`config.mk`:
```
export PLATFORM = sky130hd
export DESIGN_NAME = fresnel_sine_series_sum_core
export DESIGN_NICKNAME = d
export VERILOG_FILES = /design/src/hw/rtl/fssum_pkg.sv /design/src/hw/rtl/fssum_alu.sv /design/src/hw/rtl/fssum_seq.sv /design/src/hw/rtl/fresnel_sine_series_sum_core.sv
export SDC_FILE = /design/constraint.sdc
export NUM_CORES = 2
export LEC_CHECK = 0
export ABC_AREA = 1
export CAP_MARGIN = 20
export CORE_UTILIZATION = 54
export DETAILED_ROUTE_END_ITERATION = 10
export DONT_BUFFER_PORTS = 1
export GPL_ROUTABILITY_DRIVEN = 0
export PLACE_DENSITY = 0.69
export SLEW_MARGIN = 25
export SYNTH_ARGS = -nofsm -noshare
export SYNTH_HDL_FRONTEND = slang
export SYNTH_SLANG_ARGS = --single-unit
```
`constraint.sdc`:
```
create_clock -name clk -period 9.6 [get_ports clk]
set_clock_uncertainty 0.15 [all_clocks]
set_input_delay 1.92 -clock clk [delete_from_list [all_inputs] [get_ports clk]]
set_output_delay 1.92 -clock clk [all_outputs]
set_load 0.02 [all_outputs]
```
`src/hw/rtl/fssum_pkg.sv`:
```
// ----------------------------------------------------------------------------
// fssum_pkg
// shared types, codes and constant helpers for the fresnel sine series core
// ----------------------------------------------------------------------------
`default_nettype none

package fssum_pkg;

    // i/o fixed-point format of x_value and series_sum
    localparam int IO_FRAC   = 28;
    // clamp limit of the argument, 2.0 in q4.28
    localparam int X_LIMIT   = 536870912;
    // reset value of the epsilon register
    localparam int EPS_RESET = 268;
    // divisor of the first term, x^3/3
    localparam int FIRST_DIV = 3;
    // multiplier digit size, bits of operand b per cycle
    localparam int DIGIT_W   = 8;

    typedef enum logic [1:0] {
        ALU_MUL_RND,
        ALU_MUL_INT,
        ALU_DIV_RND
    } alu_op_t;

    typedef enum logic [1:0] {
        AST_IDLE,
        AST_MUL,
        AST_DIV,
        AST_DIV_RND
    } alu_state_t;

    typedef enum logic [3:0] {
        SEQ_IDLE,
        SEQ_X2,
        SEQ_X4,
        SEQ_X3,
        SEQ_T0,
        SEQ_CHECK,
        SEQ_TX4,
        SEQ_TCOEF,
        SEQ_TDIV,
        SEQ_DONE
    } seq_state_t;

    typedef struct packed {
        logic    start;
        alu_op_t op;
    } alu_req_t;

    typedef struct packed {
        logic idle;
        logic res_valid;
    } seq_status_t;

    // numerator factor of the term ratio, 4k-1
    function automatic logic [7:0] fssum_coef(input logic [7:0] k);
        logic [9:0] k4;
        k4 = 10'(k) << 2;
        return 8'(k4 - 10'd1);
    endfunction

    // denominator of the term ratio, (2k)(2k+1)(4k+3)
    function automatic logic [31:0] fssum_denom(input logic [7:0] k);
        logic [8:0]  k2;
        logic [8:0]  k2p;
        logic [9:0]  k4p;
        logic [17:0] p1;
        logic [27:0] p2;
        k2  = 9'(k) << 1;
        k2p = k2 + 9'd1;
        k4p = (10'(k) << 2) + 10'd3;
        p1  = 18'(k2) * 18'(k2p);
        p2  = 28'(p1) * 28'(k4p);
        return 32'(p2);
    endfunction

endpackage

`default_nettype wire

```
`src/hw/rtl/fssum_alu.sv`:
```
// ----------------------------------------------------------------------------
// fssum_alu
// shared multi-cycle unit: digit-serial multiply and radix-2 rounded divide
// ----------------------------------------------------------------------------
`default_nettype none

module fssum_alu #(
    parameter int DW        = 38,
    parameter int FRAC_BITS = 28
) (
    input  wire logic                 clk,
    input  wire logic                 rst_n,
    input  wire fssum_pkg::alu_req_t  req,
    input  wire logic [DW-1:0]        a,
    input  wire logic [DW-1:0]        b,
    output logic                      done,
    output logic [DW-1:0]             result
);
    import fssum_pkg::*;

    localparam int PW = 2 * DW;
    localparam int CW = $clog2(DW + 1);
    localparam logic [PW-1:0] HALF = PW'(1) << (FRAC_BITS - 1);

    alu_state_t     state_reg, state_next;
    alu_op_t        op_reg, op_next;
    logic [PW-1:0]  a_reg, a_next;
    logic [DW-1:0]  b_reg, b_next;
    logic [PW-1:0]  acc_reg, acc_next;
    logic [DW-1:0]  rem_reg, rem_next;
    logic [CW-1:0]  cnt_reg, cnt_next;
    logic [DW-1:0]  res_reg, res_next;
    logic           done_reg, done_next;

    logic [PW-1:0]  acc_sum;
    logic [DW:0]    rem_sh;
    logic [DW:0]    dvs;
    logic [DW:0]    rem_sub;
    logic           ge;
    logic           rnd_ge;

    // one digit of b per cycle
    assign acc_sum = acc_reg + a_reg * {{(PW - DIGIT_W){1'b0}}, b_reg[DIGIT_W-1:0]};

    // restoring divide step, dividend shifts out of b_reg, quotient shifts in
    assign dvs     = {1'b0, a_reg[DW-1:0]};
    assign rem_sh  = {rem_reg, b_reg[DW-1]};
    assign ge      = rem_sh >= dvs;
    assign rem_sub = rem_sh - dvs;
    assign rnd_ge  = {rem_reg, 1'b0} >= dvs;

    always_comb
    begin
        state_next = state_reg;
        op_next    = op_reg;
        a_next     = a_reg;
        b_next     = b_reg;
        acc_next   = acc_reg;
        rem_next   = rem_reg;
        cnt_next   = cnt_reg;
        res_next   = res_reg;
        done_next  = 1'b0;
        unique case (state_reg)
            AST_IDLE:
            begin
                if (req.start)
                begin
                    op_next = req.op;
                    if (req.op == ALU_DIV_RND)
                    begin
                        a_next     = PW'(b);
                        b_next     = a;
                        rem_next   = '0;
                        cnt_next   = CW'(DW);
                        state_next = AST_DIV;
                    end
                    else
                    begin
                        a_next     = PW'(a);
                        b_next     = b;
                        acc_next   = (req.op == ALU_MUL_RND) ? HALF : '0;
                        state_next = AST_MUL;
                    end
                end
            end
            AST_MUL:
            begin
                acc_next = acc_sum;
                a_next   = a_reg << DIGIT_W;
                b_next   = b_reg >> DIGIT_W;
                if ((b_reg >> DIGIT_W) == '0)
                begin
                    state_next = AST_IDLE;
                    done_next  = 1'b1;
                    res_next   = (op_reg == ALU_MUL_RND) ? acc_sum[FRAC_BITS +: DW]
                                                          : acc_sum[DW-1:0];
                end
            end
            AST_DIV:
            begin
                rem_next = ge ? rem_sub[DW-1:0] : rem_sh[DW-1:0];
                b_next   = {b_reg[DW-2:0], ge};
                cnt_next = cnt_reg - CW'(1);
                if (cnt_reg == CW'(1))
                begin
                    state_next = AST_DIV_RND;
                end
            end
            AST_DIV_RND:
            begin
                // round to nearest, ties away from zero
                res_next   = rnd_ge ? b_reg + DW'(1) : b_reg;
                done_next  = 1'b1;
                state_next = AST_IDLE;
            end
            default:
            begin
                state_next = AST_IDLE;
            end
        endcase
    end

    always_ff @(posedge clk or negedge rst_n)
    begin
        if (!rst_n)
        begin
            state_reg <= AST_IDLE;
            done_reg  <= 1'b0;
        end
        else
        begin
            state_reg <= state_next;
            done_reg  <= done_next;
        end
    end

    always_ff @(posedge clk)
    begin
        op_reg  <= op_next;
        a_reg   <= a_next;
        b_reg   <= b_next;
        acc_reg <= acc_next;
        rem_reg <= rem_next;
        cnt_reg <= cnt_next;
        res_reg <= res_next;
    end

    assign done   = done_reg;
    assign result = res_reg;

endmodule

`default_nettype wire

```
`src/hw/rtl/fssum_seq.sv`:
```
// ----------------------------------------------------------------------------
// fssum_seq
// series sequencer: powers of x, term recurrence, running sum, stop test
// ----------------------------------------------------------------------------
`default_nettype none

module fssum_seq #(
    parameter int DW        = 38,
    parameter int EW        = 29,
    parameter int KW        = 5,
    parameter int MAX_TERMS = 16
) (
    input  wire logic                    clk,
    input  wire logic                    rst_n,
    input  wire logic                    start,
    input  wire logic [DW-1:0]           x_in,
    input  wire logic                    x_neg_in,
    input  wire logic [EW-1:0]           eps_in,
    input  wire logic                    res_ready,
    output fssum_pkg::seq_status_t       status,
    output logic signed [DW:0]           sum_out,
    output logic [KW-1:0]                k_out,
    output logic                         over_out,
    output fssum_pkg::alu_req_t          alu_req,
    output logic [DW-1:0]                alu_a,
    output logic [DW-1:0]                alu_b,
    input  wire logic                    alu_done,
    input  wire logic [DW-1:0]           alu_res
);
    import fssum_pkg::*;

    seq_state_t         state_reg, state_next;
    logic               pend_reg, pend_next;
    logic [DW-1:0]      x_reg, x_next;
    logic               xneg_reg, xneg_next;
    logic [EW-1:0]      eps_reg, eps_next;
    logic [DW-1:0]      x2_reg, x2_next;
    logic [DW-1:0]      x4_reg, x4_next;
    logic [DW-1:0]      term_reg, term_next;
    logic               tneg_reg, tneg_next;
    logic signed [DW:0] sum_reg, sum_next;
    logic [KW-1:0]      k_reg, k_next;
    logic [DW-1:0]      coef_reg, coef_next;
    logic [DW-1:0]      denom_reg, denom_next;

    logic signed [DW:0] res_s;
    logic               term_big;
    logic [KW-1:0]      k_inc;

    assign res_s    = {1'b0, alu_res};
    assign term_big = term_reg > DW'(eps_reg);
    assign k_inc    = k_reg + KW'(1);

    always_comb
    begin
        state_next = state_reg;
        pend_next  = pend_reg;
        x_next     = x_reg;
        xneg_next  = xneg_reg;
        eps_next   = eps_reg;
        x2_next    = x2_reg;
        x4_next    = x4_reg;
        term_next  = term_reg;
        tneg_next  = tneg_reg;
        sum_next   = sum_reg;
        k_next     = k_reg;
        coef_next  = coef_reg;
        denom_next = denom_reg;
        alu_req.start = 1'b0;
        alu_req.op    = ALU_MUL_RND;
        alu_a         = '0;
        alu_b         = '0;
        status.idle      = 1'b0;
        status.res_valid = 1'b0;
        unique case (state_reg)
            SEQ_IDLE:
            begin
                status.idle = 1'b1;
                if (start)
                begin
                    x_next     = x_in;
                    xneg_next  = x_neg_in;
                    eps_next   = eps_in;
                    state_next = SEQ_X2;
                end
            end
            SEQ_X2:
            begin
                alu_a = x_reg;
                alu_b = x_reg;
                if (alu_done)
                begin
                    x2_next    = alu_res;
                    state_next = SEQ_X4;
                end
            end
            SEQ_X4:
            begin
                alu_a = x2_reg;
                alu_b = x2_reg;
                if (alu_done)
                begin
                    x4_next    = alu_res;
                    state_next = SEQ_X3;
                end
            end
            SEQ_X3:
            begin
                alu_a = x2_reg;
                alu_b = x_reg;
                if (alu_done)
                begin
                    term_next  = alu_res;
                    state_next = SEQ_T0;
                end
            end
            SEQ_T0:
            begin
                alu_req.op = ALU_DIV_RND;
                alu_a      = term_reg;
                alu_b      = DW'(FIRST_DIV);
                if (alu_done)
                begin
                    term_next  = alu_res;
                    tneg_next  = xneg_reg;
                    sum_next   = xneg_reg ? -res_s : res_s;
                    k_next     = '0;
                    state_next = SEQ_CHECK;
                end
            end
            SEQ_CHECK:
            begin
                if (term_big && (k_reg < KW'(MAX_TERMS)))
                begin
                    k_next     = k_inc;
                    coef_next  = DW'(fssum_coef(8'(k_inc)));
                    denom_next = DW'(fssum_denom(8'(k_inc)));
                    state_next = SEQ_TX4;
                end
                else
                begin
                    state_next = SEQ_DONE;
                end
            end
            SEQ_TX4:
            begin
                alu_a = term_reg;
                alu_b = x4_reg;
                if (alu_done)
                begin
                    term_next  = alu_res;
                    state_next = SEQ_TCOEF;
                end
            end
            SEQ_TCOEF:
            begin
                alu_req.op = ALU_MUL_INT;
                alu_a      = term_reg;
                alu_b      = coef_reg;
                if (alu_done)
                begin
                    term_next  = alu_res;
                    state_next = SEQ_TDIV;
                end
            end
            SEQ_TDIV:
            begin
                alu_req.op = ALU_DIV_RND;
                alu_a      = term_reg;
                alu_b      = denom_reg;
                if (alu_done)
                begin
                    // each term flips sign against the one before
                    term_next  = alu_res;
                    tneg_next  = !tneg_reg;
                    sum_next   = tneg_reg ? sum_reg + res_s : sum_reg - res_s;
                    state_next = SEQ_CHECK;
                end
            end
            SEQ_DONE:
            begin
                status.res_valid = 1'b1;
                if (res_ready)
                begin
                    state_next = SEQ_IDLE;
                end
            end
            default:
            begin
                state_next = SEQ_IDLE;
            end
        endcase

        // one start per unit operation, cleared when the unit answers
        if ((state_reg == SEQ_X2) || (state_reg == SEQ_X4) || (state_reg == SEQ_X3) ||
            (state_reg == SEQ_T0) || (state_reg == SEQ_TX4) ||
            (state_reg == SEQ_TCOEF) || (state_reg == SEQ_TDIV))
        begin
            alu_req.start = !pend_reg;
            pend_next     = !alu_done;
        end
    end

    always_ff @(posedge clk or negedge rst_n)
    begin
        if (!rst_n)
        begin
            state_reg <= SEQ_IDLE;
            pend_reg  <= 1'b0;
        end
        else
        begin
            state_reg <= state_next;
            pend_reg  <= pend_next;
        end
    end

    always_ff @(posedge clk)
    begin
        x_reg     <= x_next;
        xneg_reg  <= xneg_next;
        eps_reg   <= eps_next;
        x2_reg    <= x2_next;
        x4_reg    <= x4_next;
        term_reg  <= term_next;
        tneg_reg  <= tneg_next;
        sum_reg   <= sum_next;
        k_reg     <= k_next;
        coef_reg  <= coef_next;
        denom_reg <= denom_next;
    end

    assign sum_out  = sum_reg;
    assign k_out    = k_reg;
    assign over_out = term_big;

endmodule

`default_nettype wire

```
`src/hw/rtl/fresnel_sine_series_sum_core.sv`:
```
// ----------------------------------------------------------------------------
// fresnel_sine_series_sum_core
// fresnel sine integral by its maclaurin series, fixed point, one shared unit
// ----------------------------------------------------------------------------
//
// channel  | signals                        | payload
// ---------+--------------------------------+-----------------------------------
// cfg      | cfg_valid, cfg_ready           | epsilon (q0.28 stop threshold)
// in       | in_valid, in_ready             | x_value (signed q3.28)
// out      | out_valid, out_ready           | series_sum, terms_used, not_converged
//
// one shared multiply/divide unit does all arithmetic on DW = FRAC_BITS+10 bits;
// a multiply steps through operand b by digits and stops once its upper digits
// are zero, and a divide steps through all DW quotient bits and then rounds
// an item takes setup (x^2, x^4, x^3, x^3/3) and hand-off plus a rounded multiply,
// an integer multiply and a divide per added term; x and x^2 fit in four multiply digits
// in_ready is high only while the sequencer is idle
// a finished result moves to the output register and the next item is taken
// while it waits; a full output register stalls the sequencer at its end
// reset clears control state and loads epsilon with its reset value
//
`default_nettype none

module fresnel_sine_series_sum_core #(
    parameter int MAX_TERMS = 16,
    parameter int FRAC_BITS = 28
) (
    input  wire logic               clk,
    input  wire logic               rst_n,
    // configuration transaction
    input  wire logic               cfg_valid,
    output logic                    cfg_ready,
    input  wire logic [27:0]        epsilon,
    // input transaction
    input  wire logic               in_valid,
    output logic                    in_ready,
    input  wire logic signed [30:0] x_value,
    // output transaction
    output logic                    out_valid,
    input  wire logic               out_ready,
    output logic signed [31:0]      series_sum,
    output logic [4:0]              terms_used,
    output logic                    not_converged
);
    import fssum_pkg::*;

    // internal widths: x <= 2, DW keeps ten integer bits for partial products
    localparam int XW  = FRAC_BITS + 2;
    localparam int DW  = FRAC_BITS + 10;
    localparam int EW  = FRAC_BITS + 1;
    localparam int KW  = $clog2(MAX_TERMS + 1);

    // q4.28 to internal scaling
    localparam int X_UP   = (FRAC_BITS >= IO_FRAC) ? FRAC_BITS - IO_FRAC : 0;
    localparam int X_DN   = (FRAC_BITS <  IO_FRAC) ? IO_FRAC - FRAC_BITS : 0;
    localparam int X_DNH  = (X_DN > 0) ? X_DN - 1 : 0;
    localparam int X_HALF = (X_DN > 0) ? (1 << X_DNH) : 0;
    localparam int XCW    = (XW > 31) ? XW : 31;
    localparam int ECW    = (EW > 29) ? EW : 29;

    // internal to q4.28 scaling
    localparam int O_DN   = (FRAC_BITS >= IO_FRAC) ? FRAC_BITS - IO_FRAC : 0;
    localparam int O_UP   = (FRAC_BITS <  IO_FRAC) ? IO_FRAC - FRAC_BITS : 0;
    localparam int O_DNH  = (O_DN > 0) ? O_DN - 1 : 0;
    localparam int O_HALF = (O_DN > 0) ? (1 << O_DNH) : 0;
    localparam int OCW    = DW + 2 + O_UP;

    localparam logic signed [30:0] X_MAX   = 31'(X_LIMIT);
    localparam logic signed [30:0] X_MIN   = -31'(X_LIMIT);
    localparam logic [OCW-1:0]     SAT_POS = OCW'(32'h7FFF_FFFF);
    localparam logic [OCW-1:0]     SAT_NEG = OCW'(32'h8000_0000);

    // configuration register
    logic [27:0] eps_reg;

    // output register
    logic               out_valid_reg, out_valid_next;
    logic signed [31:0] sum_out_reg, sum_out_next;
    logic [4:0]         terms_reg, terms_next;
    logic               nc_reg, nc_next;

    // input conditioning
    logic signed [30:0] x_clamp;
    logic               x_neg;
    logic [30:0]        x_abs;
    logic [XCW-1:0]     x_up;
    logic [XCW-1:0]     x_dn;
    logic [DW-1:0]      x_int;
    logic [ECW-1:0]     e_up;
    logic [ECW-1:0]     e_dn;
    logic [EW-1:0]      eps_int;

    // sequencer and shared unit
    seq_status_t        status;
    alu_req_t           alu_req;
    logic [DW-1:0]      alu_a;
    logic [DW-1:0]      alu_b;
    logic               alu_done;
    logic [DW-1:0]      alu_res;
    logic signed [DW:0] seq_sum;
    logic [KW-1:0]      seq_k;
    logic               seq_over;
    logic               res_ready;
    logic               res_take;

    // result conditioning
    logic               s_neg;
    logic [DW:0]        s_mag;
    logic [OCW-1:0]     o_dn;
    logic [OCW-1:0]     o_up;
    logic [OCW-1:0]     o_mag;
    logic [OCW-1:0]     o_lim;
    logic [OCW-1:0]     o_sat;

    // config transactions are always taken; they must be written only while idle, which the block does not enforce
    assign cfg_ready = 1'b1;

    always_ff @(posedge clk or negedge rst_n)
    begin
        if (!rst_n)
        begin
            eps_reg <= 28'(EPS_RESET);
        end
        else if (cfg_valid && cfg_ready)
        begin
            eps_reg <= epsilon;
        end
    end

    // clamp |x| to 2.0 and split into sign and magnitude
    always_comb
    begin
        priority if (x_value > X_MAX)
        begin
            x_clamp = X_MAX;
        end
        else if (x_value < X_MIN)
        begin
            x_clamp = X_MIN;
        end
        else
        begin
            x_clamp = x_value;
        end
    end

    assign x_neg = x_clamp[30];
    assign x_abs = x_neg ? 31'(-x_clamp) : 31'(x_clamp);

    // rescale x and epsilon, rounding half away from zero on a right shift
    assign x_up    = XCW'(x_abs) << X_UP;
    assign x_dn    = (XCW'(x_abs) + XCW'(X_HALF)) >> X_DN;
    assign x_int   = DW'((FRAC_BITS >= IO_FRAC) ? x_up : x_dn);
    assign e_up    = ECW'(eps_reg) << X_UP;
    assign e_dn    = (ECW'(eps_reg) + ECW'(X_HALF)) >> X_DN;
    assign eps_int = EW'((FRAC_BITS >= IO_FRAC) ? e_up : e_dn);

    assign in_ready = status.idle;

    fssum_seq #(
        .DW        (DW),
        .EW        (EW),
        .KW        (KW),
        .MAX_TERMS (MAX_TERMS)
    ) u_seq (
        .clk       (clk),
        .rst_n     (rst_n),
        .start     (in_valid && in_ready),
        .x_in      (x_int),
        .x_neg_in  (x_neg),
        .eps_in    (eps_int),
        .res_ready (res_ready),
        .status    (status),
        .sum_out   (seq_sum),
        .k_out     (seq_k),
        .over_out  (seq_over),
        .alu_req   (alu_req),
        .alu_a     (alu_a),
        .alu_b     (alu_b),
        .alu_done  (alu_done),
        .alu_res   (alu_res)
    );

    fssum_alu #(
        .DW        (DW),
        .FRAC_BITS (FRAC_BITS)
    ) u_alu (
        .clk    (clk),
        .rst_n  (rst_n),
        .req    (alu_req),
        .a      (alu_a),
        .b      (alu_b),
        .done   (alu_done),
        .result (alu_res)
    );

    // sum back to q4.28 with saturation
    assign s_neg = seq_sum[DW];
    assign s_mag = s_neg ? (DW + 1)'(-seq_sum) : (DW + 1)'(seq_sum);
    assign o_dn  = (OCW'(s_mag) + OCW'(O_HALF)) >> O_DN;
    assign o_up  = OCW'(s_mag) << O_UP;
    assign o_mag = (FRAC_BITS >= IO_FRAC) ? o_dn : o_up;
    assign o_lim = s_neg ? SAT_NEG : SAT_POS;
    assign o_sat = (o_mag > o_lim) ? o_lim : o_mag;

    // output register frees up as soon as its transaction completes
    assign res_ready = !out_valid_reg || out_ready;
    assign res_take  = status.res_valid && res_ready;

    always_comb
    begin
        out_valid_next = out_valid_reg;
        sum_out_next   = sum_out_reg;
        terms_next     = terms_reg;
        nc_next        = nc_reg;
        if (res_take)
        begin
            out_valid_next = 1'b1;
            sum_out_next   = s_neg ? -(32'(o_sat)) : 32'(o_sat);
            terms_next     = 5'(seq_k);
            nc_next        = seq_over;
        end
        else if (out_ready)
        begin
            out_valid_next = 1'b0;
        end
    end

    always_ff @(posedge clk or negedge rst_n)
    begin
        if (!rst_n)
        begin
            out_valid_reg <= 1'b0;
        end
        else
        begin
            out_valid_reg <= out_valid_next;
        end
    end

    always_ff @(posedge clk)
    begin
        sum_out_reg <= sum_out_next;
        terms_reg   <= terms_next;
        nc_reg      <= nc_next;
    end

    assign out_valid     = out_valid_reg;
    assign series_sum    = sum_out_reg;
    assign terms_used    = terms_reg;
    assign not_converged = nc_reg;

    // an accepted item keeps the input side closed on the next cycle
    a_busy_after_accept: assert property (@(posedge clk) disable iff (!rst_n)
        (in_valid && in_ready) |=> !in_ready)
        else $error("input taken again right after an accepted item");

    // a non-converged result always used the full term budget
    a_nc_full_terms: assert property (@(posedge clk) disable iff (!rst_n)
        (out_valid && not_converged) |-> (terms_used == 5'(MAX_TERMS)))
        else $error("not_converged without reaching the term limit");

    // the shared unit is only started while it has no answer pending
    a_alu_single_start: assert property (@(posedge clk) disable iff (!rst_n)
        alu_req.start |=> !alu_req.start)
        else $error("shared unit started twice in a row");

    // results leave the sequencer only into a free output register
    a_no_overwrite: assert property (@(posedge clk) disable iff (!rst_n)
        (out_valid && !out_ready) |-> !res_take)
        else $error("pending output overwritten");

endmodule

`default_nettype wire

```
==> results.sh <==
export IMPL_setup_tns_ns=0
export IMPL_syn_nets=7540
export IMPL_critPathSlowestCell="fa_1"
export IMPL_hp_start="eps_reg[15]"
export IMPL_cts_buffers=70
export IMPL_clk_pin_slew_ns=0.07
export IMPL_synth_async_reset_ratio_pct=6.43
export IMPL_min_period_ns=8.97
export IMPL_worstPathRequired_ns=9.84
export IMPL_place_hpwl_um=123000
export IMPL_whs_endpoint="u_seq.eps_reg[15]"
export IMPL_critPathMaxStageDelay_ns=0.53
export IMPL_drv_slew=0
export IMPL_fmax_mhz=112
export IMPL_ant_nets=0
export IMPL_hold_buffers=0
export IMPL_rows=116
export IMPL_layout_drive_gt1_share_pct=4.67
export IMPL_drt_total_wl_um=161000
export IMPL_die_x_um=321
export IMPL_reg2reg_slack_ns=0.63
export IMPL_cp_common_cell="inv_1"
export IMPL_worst_path_max_fanout=12
export IMPL_synth_edff_count=538
export IMPL_crit_type="flip-flop to flip-flop"
export IMPL_fillCellCount=9039
export IMPL_first_pass_iters=7
export IMPL_min_path_type="flip-flop to flip-flop"
export IMPL_ff2ff_path_depth=37
export IMPL_grt_max_degree=78
export IMPL_rsz0062_at_grt="no"
export IMPL_fin_crit_sh_pct=93.4
export IMPL_synth_seq_cells=575
export IMPL_route_detailed_drc=0
export IMPL_r2r_end="u_seq.denom_reg[18]"
export IMPL_die_area_um2=103000
export IMPL_drt_iter0_drc=5329
export IMPL_gr_total_overflow=0
export IMPL_clockBufferDepth=3
export IMPL_antenna_found_initial=5
export IMPL_grt_pass1_wl_um=252000
export IMPL_cts_tree="done"
export IMPL_whs_path_depth=0
export IMPL_endpoint_kind="flip-flop"
export IMPL_netlist_instances=6717
export IMPL_ys_flop_type="edfxtp_1"
export IMPL_core_area_um2=100000
export IMPL_htree_levels=3
export IMPL_cts_sinks=575
export IMPL_area_growth_pct=6.38
export IMPL_netlist_area_um2=54900
export IMPL_maxCapViolations=0
export IMPL_drt_wirelength_per_cell_um=20.2
export IMPL_setup_violations=0
export IMPL_vias=46400
export IMPL_rr_startpoint="u_seq.k_out[1]"
export IMPL_synth_cell_types=67
export IMPL_ys_warnings_count=0
export IMPL_relSlewSlack_pct=28.5
export IMPL_io_pin_count=105
export IMPL_syn_area_per_cell_um2=8.18
export IMPL_clk_latency_ns=0.66
export IMPL_status="completed"
export IMPL_grtUsageTotal_pct=31.6
export IMPL_seq_area_frac_synth_pct=31.1
export IMPL_hold_viol=0
export IMPL_worst_pin_slew_ns=1.07
export IMPL_root_buffer="clkbuf_16"
export IMPL_start_kind="flip-flop"
export IMPL_place_port_buffers=0
export IMPL_arrival_ns=9.21
export IMPL_via_per_inst=5.81
export IMPL_die_h_um=321
export IMPL_start_util_pct=54.7
export IMPL_grt_pass1_vias=45500
export IMPL_nets=7395
metrics by stage:
step	std cells	hold slack (ns)	cell area, µm²	utilization (%)	worst slack [ns]
floorplan	6717	0.271	54900	-	0.655
global placement	7856	0.280	56100	55.8	0.821
detailed placement	7856	0.286	56100	55.8	0.575
CTS	7979	0.300	58400	58.1	0.556
global route	7980	0.319	58400	58.2	0.0668
finish	7983	0.297	58400	58.2	0.635
area by class of cell:
cell class | count | area (µm²) | area share (%)
Antenna cell | 3 | 7.51 | 0.0128
Clock buffer | 85 | 1920 | 3.29
Clock inverter | 38 | 400 | 0.685
Inverter | 1235 | 4640 | 7.93
Multi-Input combinational cell | 4636 | 32300 | 55.2
Sequential cell | 575 | 17100 | 29.2
Tap cell | 1357 | 1700 | 2.91
Timing Repair Buffer | 54 | 425 | 0.728
how the worst max path moves through the flow:
stage,from,to,slack [ns],cells past startpoint
after floorplan,u_seq.k_out[0],u_seq.denom_reg[21],0.66,38
after global placement,u_seq.k_out[1],u_seq.denom_reg[20],0.82,39
after detailed placement,u_seq.k_out[1],u_seq.denom_reg[18],0.57,37
after CTS,u_seq.k_out[1],u_seq.denom_reg[18],0.56,37
after global routing,u_seq.k_out[1],u_seq.denom_reg[18],0.07,37
final,u_seq.k_out[1],u_seq.denom_reg[18],0.63,37
Yosys cell counts (9+ instances only):
library cell / count / area share (%)
a221oi_1: 28 / 0.45
edfxtp_1: 538 / 29
nor2_1: 540 / 3.7
xor2_1: 125 / 2.0
nand3_1: 231 / 2.1
o22ai_1: 60 / 0.68
clkbuf_1: 203 / 1.4
inv_1: 1221 / 8.3
inv_2: 9 / 0.061
buf_1: 54 / 0.37
o211ai_1: 46 / 0.63
o21ai_0: 393 / 3.6
nor2_2: 18 / 0.20
o221ai_1: 45 / 0.72
ha_1: 278 / 6.3
o21a_1: 15 / 0.20
nor4_1: 31 / 0.35
o21ai_1: 10 / 0.091
nand2_1: 1500 / 10
dfrtp_1: 34 / 1.5
a22o_1: 9 / 0.14
a21oi_1: 381 / 3.5
a21o_1: 17 / 0.23
mux2_2: 29 / 0.59
xnor2_1: 93 / 1.5
nand3_2: 9 / 0.16
nand2_2: 25 / 0.28
o31ai_1: 13 / 0.18
fa_1: 481 / 18
o21bai_1: 15 / 0.20
a31oi_1: 37 / 0.42
or2_2: 16 / 0.18
nor3_1: 62 / 0.56
nand4_1: 50 / 0.57
nand3b_1: 16 / 0.22
cell families after synthesis:
logic type                 count (synthesis)  synth area share (%)
buffers and inverters                   1506                  10.4
AOI/OAI and AO/OA                       1096                  11.4
xor gates and xnor gates                 218                  3.48
other                                      2                0.0137
and+or+nand+nor                         2532                  19.2
muxes                                     29                 0.594
DFF                                      575                  31.1
adders and majority gates                759                  23.9
what timing repair did:
| action | 4_1_cts | 5_1_grt |
|---|---|---|
| resized for setup | 0 | 2 |
| setup buffers | 0 | 0 |
| endpoints found under the setup margin | 0 | 3 |
worst max-delay path, delay by kind of cell (launching register included):
kind,cells,cell delay [ns]
AO/OA/AOI/OAI,9,1.67
XOR/XNOR,1,0.09
adder cells (fa/ha/maj),10,4.61
buffers and inverters,10,0.90
flip-flops,1,0.46
AND/OR/NAND/NOR,7,0.82
cell usage in the layout, fill, tap and decap left out, drive strengths merged, types with 45 or more instances in the layout:
cell	netlist	routed
a21oi	381	381
buf	68	54
clkbuf	203	85
edfxtp	538	538
fa	481	481
ha	278	278
inv	1230	1231
nand2	1530	1530
nand3	240	240
nand4	51	51
nor2	566	566
nor3	67	67
o211ai	46	46
o21ai	404	404
o221ai	45	45
o22ai	60	60
xnor2	93	93
xor2	125	125
per-layer routing:
layer	GRT usage [%]	wire length (µm)	vias up
met3	6.52	16100	433
met5	0.142	0	-
met4	15.1	8110	0
met2	50.2	73600	2231
li1	-	-	21400
met1	41.3	63600	22300
Power is not shown: default switching activity piles up to over one toggle a cycle in this logic, so the estimate is an artifact.
